## config.mk

```make
export PLATFORM = sky130hd
export DESIGN_NAME = lbs_front
export DESIGN_NICKNAME = d
export VERILOG_FILES = /design/src/design/lbs_pkg.sv /design/src/design/lbs_front.sv
export SDC_FILE = /design/constraint.sdc
export NUM_CORES = 1
export LEC_CHECK = 0
export ABC_AREA = 0
export BUFFER_PORTS_ARGS = -buffer_cell sky130_fd_sc_hd__buf_2
export CAP_MARGIN = 40
export CORE_MARGIN = 4
export CORE_UTILIZATION = 34
export DETAILED_ROUTE_END_ITERATION = 10
export HOLD_SLACK_MARGIN = 0.03
export PLACE_DENSITY = 0.57
export SLEW_MARGIN = 5
export SYNTH_ARGS = -nofsm -noshare
export SYNTH_HDL_FRONTEND = slang
export SYNTH_SLANG_ARGS = --single-unit
```

## constraint.sdc

```tcl
create_clock -name clk_i -period 5.1 [get_ports clk_i]
set_input_delay 0.765 -clock clk_i [delete_from_list [all_inputs] [get_ports clk_i]]
set_output_delay 0.765 -clock clk_i [all_outputs]
set_load 0.1 [all_outputs]
```

## src/design/lbs_pkg.sv

```systemverilog
package lbs_pkg;

  localparam int BONES          = 4;
  localparam int COEFS          = BONES * 16;
  localparam int IDX_W          = $clog2(COEFS);
  localparam int FRAC_BITS_DEF  = 16;
  localparam int QUEUE_DEPTH_DEF = 4;
  localparam int CFG_IDX_W      = 3;

  localparam logic ACT_LOAD   = 1'b0;
  localparam logic ACT_VERTEX = 1'b1;

  localparam logic [CFG_IDX_W-1:0] REG_RADIUS      = 3'd0;
  localparam logic [CFG_IDX_W-1:0] REG_MESH_LENGTH = 3'd1;
  localparam logic [CFG_IDX_W-1:0] REG_QUAT_W      = 3'd2;
  localparam logic [CFG_IDX_W-1:0] REG_QUAT_X      = 3'd3;
  localparam logic [CFG_IDX_W-1:0] REG_QUAT_Y      = 3'd4;
  localparam logic [CFG_IDX_W-1:0] REG_QUAT_Z      = 3'd5;

  // a holds vertex x for a vertex request, the coefficient for a load
  typedef struct packed {
    logic              is_vertex;
    logic [IDX_W-1:0]  idx;
    logic signed [31:0] a;
    logic signed [31:0] b;
    logic signed [31:0] c;
  } item_t;

  typedef struct packed {
    logic [30:0]        radius;
    logic [30:0]        mesh_length;
    logic signed [31:0] quat_w;
    logic signed [31:0] quat_x;
    logic signed [31:0] quat_y;
    logic signed [31:0] quat_z;
  } cfg_t;

endpackage

```

## src/design/lbs_front.sv

```systemverilog
module lbs_front
  import lbs_pkg::*;
#(
  parameter int DEPTH = QUEUE_DEPTH_DEF
) (
  input  logic               clk_i,
  input  logic               rst_ni,
  input  logic               in_valid_i,
  output logic               in_stall_o,
  input  logic               action_i,
  input  logic [IDX_W-1:0]   coef_index_i,
  input  logic signed [31:0] coef_value_i,
  input  logic signed [31:0] vertex_x_i,
  input  logic signed [31:0] vertex_y_i,
  input  logic signed [31:0] vertex_z_i,
  output logic               item_valid_o,
  output item_t              item_o,
  input  logic               pop_i
);

  localparam int PTR_W = (DEPTH > 1) ? $clog2(DEPTH) : 1;
  localparam int CNT_W = $clog2(DEPTH + 1);

  item_t            mem_q [DEPTH];
  item_t            item_in;
  logic [PTR_W-1:0] wr_q, rd_q;
  logic [CNT_W-1:0] cnt_q, cnt_d;
  logic             push;

  always_comb begin
    item_in.is_vertex = (action_i == ACT_VERTEX);
    item_in.idx       = coef_index_i;
    item_in.a         = item_in.is_vertex ? vertex_x_i : coef_value_i;
    item_in.b         = vertex_y_i;
    item_in.c         = vertex_z_i;
  end

  assign in_stall_o   = (cnt_q == CNT_W'(DEPTH));
  assign push         = in_valid_i && !in_stall_o;
  assign item_valid_o = (cnt_q != '0);
  assign item_o       = mem_q[rd_q];
  assign cnt_d        = cnt_q + CNT_W'(push) - CNT_W'(pop_i);

  always_ff @(posedge clk_i or negedge rst_ni) begin
    if (!rst_ni) begin
      wr_q  <= '0;
      rd_q  <= '0;
      cnt_q <= '0;
    end else begin
      cnt_q <= cnt_d;
      if (push) begin
        wr_q <= (wr_q == PTR_W'(DEPTH - 1)) ? '0 : wr_q + 1'b1;
      end
      if (pop_i) begin
        rd_q <= (rd_q == PTR_W'(DEPTH - 1)) ? '0 : rd_q + 1'b1;
      end
    end
  end

  always_ff @(posedge clk_i) begin
    if (push) begin
      mem_q[wr_q] <= item_in;
    end
  end

`ifndef SYNTHESIS
  a_pop_nonempty: assert property (@(posedge clk_i) disable iff (!rst_ni)
    pop_i |-> cnt_q != '0) else $error("pop from empty queue");
  a_cnt_bound: assert property (@(posedge clk_i) disable iff (!rst_ni)
    cnt_q <= CNT_W'(DEPTH)) else $error("queue count overflow");
  a_cnt_track: assert property (@(posedge clk_i) disable iff (!rst_ni)
    push && !pop_i |=> cnt_q == $past(cnt_q) + 1'b1) else $error("queue count lost a push");
`endif

endmodule

```

; ---- Yosys cells after proc, flatten, opt, wreduce, memory -nomap -nowiden
; Memory sizes are Yosys's and may differ from the RTL's.
; Index checks and enable logic that the tools add are counted.
[totals]
ff_bits = 7
ramBits = 412
in_bits = 139
output_inout_bits = 105
wordCells = 19
n_memories = 1
[classes]
n_addsub = 4
eq_ne = 3
muxes = 5
n_reduce_logical = 3
[memory_table]
columns = name, words, word_bits, read_ports, rd_clocked_by_memory_dff, write_ports, line
row1 = mem_q, 4, 103, 1, 0, 1, lbs_front.sv:24  ; item_t mem_q [DEPTH];
[op_table]
columns = cell, count
row1 = $mux W32, 1
row2 = $add A2 B1 Y2 const B, 2
row3 = $eq A2 B2 Y1 const B, 2
row4 = $mux W2, 2
row5 = $add A3 B1 Y3, 1
row6 = $eq A3 B3 Y1 const B, 1
row7 = $reduce_bool A3 Y1, 1
row8 = $sub A3 B1 Y3, 1
row9 = $mux W1, 2
row10 = $logic_and A1 B1 Y1, 1
row11 = $logic_not A1 Y1, 1

; ---- Logic depth before layout (Yosys ltp)
[depth]
depth_word = 5
depth_mapped = 10
depth_no_buf = 9

; ---- Worst setup path after synthesis
; No wires, ideal clock.
[synth_timing]
path_kind = in2reg
from = input port in_valid_i
to = memory mem_q[3][0] in the netlist's numbering (enable)
setup_ns = 0.474
t_arrival_ns = 3.198
t_required_ns = 4.626
path_slack_ns = 1.428
stages = 1
path_buffers = 0
cell_sequence = and3_1
[synth_via]
elab_chain_len = 3
[synth_rtl]
columns = element, line
row1 = from (decl), lbs_front.sv:8  ; input logic in_valid_i,
row2 = $logic_and A1 B1 Y1, lbs_front.sv:39  ; assign push = in_valid_i && !in_stall_o;
row3 = $mux W1, lbs_front.sv:61  ; if (push) begin
row4 = $mux W1 (implied by the code), lbs_front.sv:62  ; mem_q[wr_q] <= item_in;
row5 = to (decl), lbs_front.sv:24
; Every way passes these cells.

==> summary.md <==
| Metric | Value |
|---|---|
| Global route overflow | 0 |
| CTS clk-pin slew, worst paths | 60 ps |
| H-tree Lvls | 2 |
| Worst Path Required | 4340 ps |
| # setup viols final | 0 |
| Met2 Use GR | 20.3% |
| Initial antenna violation count | 3 |
| Fin. max-slew vios | 0 |
| CP startpoint kind | register |
| Die span in x | 223 um |
| Hold path startpoint | vertex_y_i[25] |
| First-pass GRT wire length | 47700 um |
| Post-Syn Area | 15700 sq um |
| Hold Path Sink | mem_q[1][57]$_DFFE_PP_ |
| Final Cycle Share | 66.9% |
| TritonCTS buffer count | 45 |
| Most Used Layer, Global Route | met2 |
| Starting DRT DRC Count | 447 |
| DP Cell Count | 1447 |
| Crit end category | output port |
| # diodes | 0 |
| Crit Path Max Fanout | 38 |
| Total die area | 49700 sq um |
| Routability cong. | 0.688 |
| ANT nets after route | 0 |
| Hold Crit Class | input pin to register |
| Critical Path AT | 2650 ps |
| Share of layout cells above drive strength 1 | 49.7% |
| Clk Latency, worst-skew pair | 560 ps |
| Status | finished clean |
| Max clock buf depth | 3 |
| Clk_skew | 12.4 ps |
| Synth cell types | 26 |
| Most frequent cells in the layout | edfxtp_1, buf_2, mux4_2 |
| Sink Count | 419 |
| Global Route Usage Sum | 12.5% |
| Sequential area share after synthesis | 79.9% |
| # rows | 78 |
| Initial core utilization | 34.5% |
| Vias in the first global route | 7815 |
| Reg2reg start | cnt_q[1]$_DFF_PN0_ |
| Routing usage on met1 | 16.1% |
| Grt met3 use | 4.59% |
| Share of the synthesized area in the top cell type | 78.8% |
| Ports | 244 |
| NumNets Final | 1042 |
| Commonest non-fill, non-tap cell in the layout | edfxtp_1 |
| Area grow syn2layout | 21.8% |
| 1st-pass router iterations | 6 |
| R2r endpoint | cnt_q[2]$_DFF_PN0_ |
| DP HPWL | 19300 um |
| Crit path kind | register to output port |
| Synth area leader | edfxtp_1 |
| Die H | 223 um |
| Max Freq | 293 MHz |
| Min Tclk post-route | 3410 ps |
| Syn_nets | 764 |
| Mapped Avg Cell Area | 25.5 sq um |
| Max-slew headroom | 44.3% |
| Cells after Synth | 617 |
| DR vias | 7225 |
| Root Driver | clkbuf_16 |
| Ys Warns | 0 |
| Post CTS Setup Buffer Count | 0 |
| I/O Buffers | 243 |
| Detailed Route WL | 31600 um |
| Worst-Margin Slew | 836 ps |
| Top cells by area, synth | edfxtp_1, mux4_2, mux2_2 |
| Yosys reg bits | 419 |
| Reg2reg path depth | 9 |
| Cell count of the worst hold path | 1 |
| Drt drc | 0 |
| TNS Setup | 0 ps |
| TritonCTS clock tree | yes |
| RSZ-0062 raised after global routing | false |
| Number of vias per cell | 4.74 |
| Number of hold violations in the final report | 0 |
| Max_cap viols | 0 |
| Wirelength per Cell | 20.7 um |
| Core Box Area | 45500 sq um |
| Filler Cell Count | 4057 |
| Largest net degree at the start of global routing | 54 |
| Register-to-register setup slack | 2770 ps |
| Fin cells | 1525 |
timing repair:
item / 4_1_cts / 5_1_grt
resized for setup: 0 / 0
hold buffers: 1 / 0
hold endpoints to repair: 7 / 0
synthesized netlist by cell type:
cell / n
a211o_1: 1
and3_1: 4
buf_2: 15
buf_4: 1
buf_6: 2
buf_8: 5
clkbuf_1: 6
dfrtp_1: 7
edfxtp_1: 412
fa_1: 1
ha_1: 7
inv_1: 6
mux2_1: 2
mux2_2: 32
mux4_2: 103
nand2_1: 2
nand2b_1: 1
nand4bb_1: 1
nor2_1: 1
nor2b_1: 1
nor3b_1: 1
nor4bb_1: 1
o211ai_1: 1
or3_1: 1
or3b_1: 1
xnor2_1: 2
cell families (layout without fill, tap and decap cells):
group / count (synthesis) / in the layout / share of synthesized area [%]
flops: 419 / 419 / 79.9
xor+xnor: 2 / 2 / 0.112
fa+ha+maj: 8 / 8 / 0.685
buf+inv: 35 / 343 / 1.43
simple gates: 14 / 14 / 0.589
compound gates: 2 / 2 / 0.104
mux: 137 / 137 / 17.2
worst max-delay path, stage by stage, from the launching register on:
cell     delay (ps)
dfrtp_4         530
buf_16          290
buf_4           360
mux4_2          560
buf_2           310
layout make-up:
class                   count  area [sq um]  share of cell area (%)
clock buffers              56          1180                    6.15
clock inverters            21           166                   0.870
repair buffers            260          1510                    7.88
well taps                 600           751                    3.92
flip-flops and latches    419         12600                    65.6
multi-input cells         163          2960                    15.4
inverters                   6          22.5                   0.118
state kept, by name, indices dropped and copies added, names as in the netlist:
signal and cells:
wr_q 2, mem_q 412, rd_q 2, cnt_q 3
worst max-delay path by stage:
stage / cells after the start / from / to / slack (ps)
floorplan: 1 / in_valid_i / mem_q[3][0]$_DFFE_PP_ / 1430
global placement: 3 / rd_q[0]$_DFFE_PN0P_ / item_o[89] / 1900
detailed placement: 4 / rd_q[0]$_DFFE_PN0P_ / item_o[91] / 2190
CTS: 4 / rd_q[0]$_DFFE_PN0P_ / item_o[91] / 1560
global route: 4 / rd_q[0]$_DFFE_PN0P_ / item_o[81] / 1490
finish: 4 / rd_q[0]$_DFFE_PN0P_ / item_o[86] / 1690
layer usage:
layer  routed length [um]  vias up
li1                     -     3208
met4                  584        4
met3                 2250       50
met5                   18        -
met2                15400      200
met1                13300     3763
stage by stage:
| step | setup slack (ps) | util [%] | hold WS, ps | cell area (sq um) |
|---|---|---|---|---|
| finish | 1690 | 42.1 | 420 | 19100 |
| floorplan | 1430 | - | 469 | 15700 |
| CTS | 1560 | 42.1 | 369 | 19100 |
| global placement | 1900 | 38.8 | 586 | 17600 |
| detailed placement | 2190 | 39.1 | 572 | 17800 |
| global route | 1490 | 42.1 | 381 | 19100 |
Power is left out: the tool's default activity adds up to more than one toggle a clock period on the data nets, which glitch-free logic cannot reach.
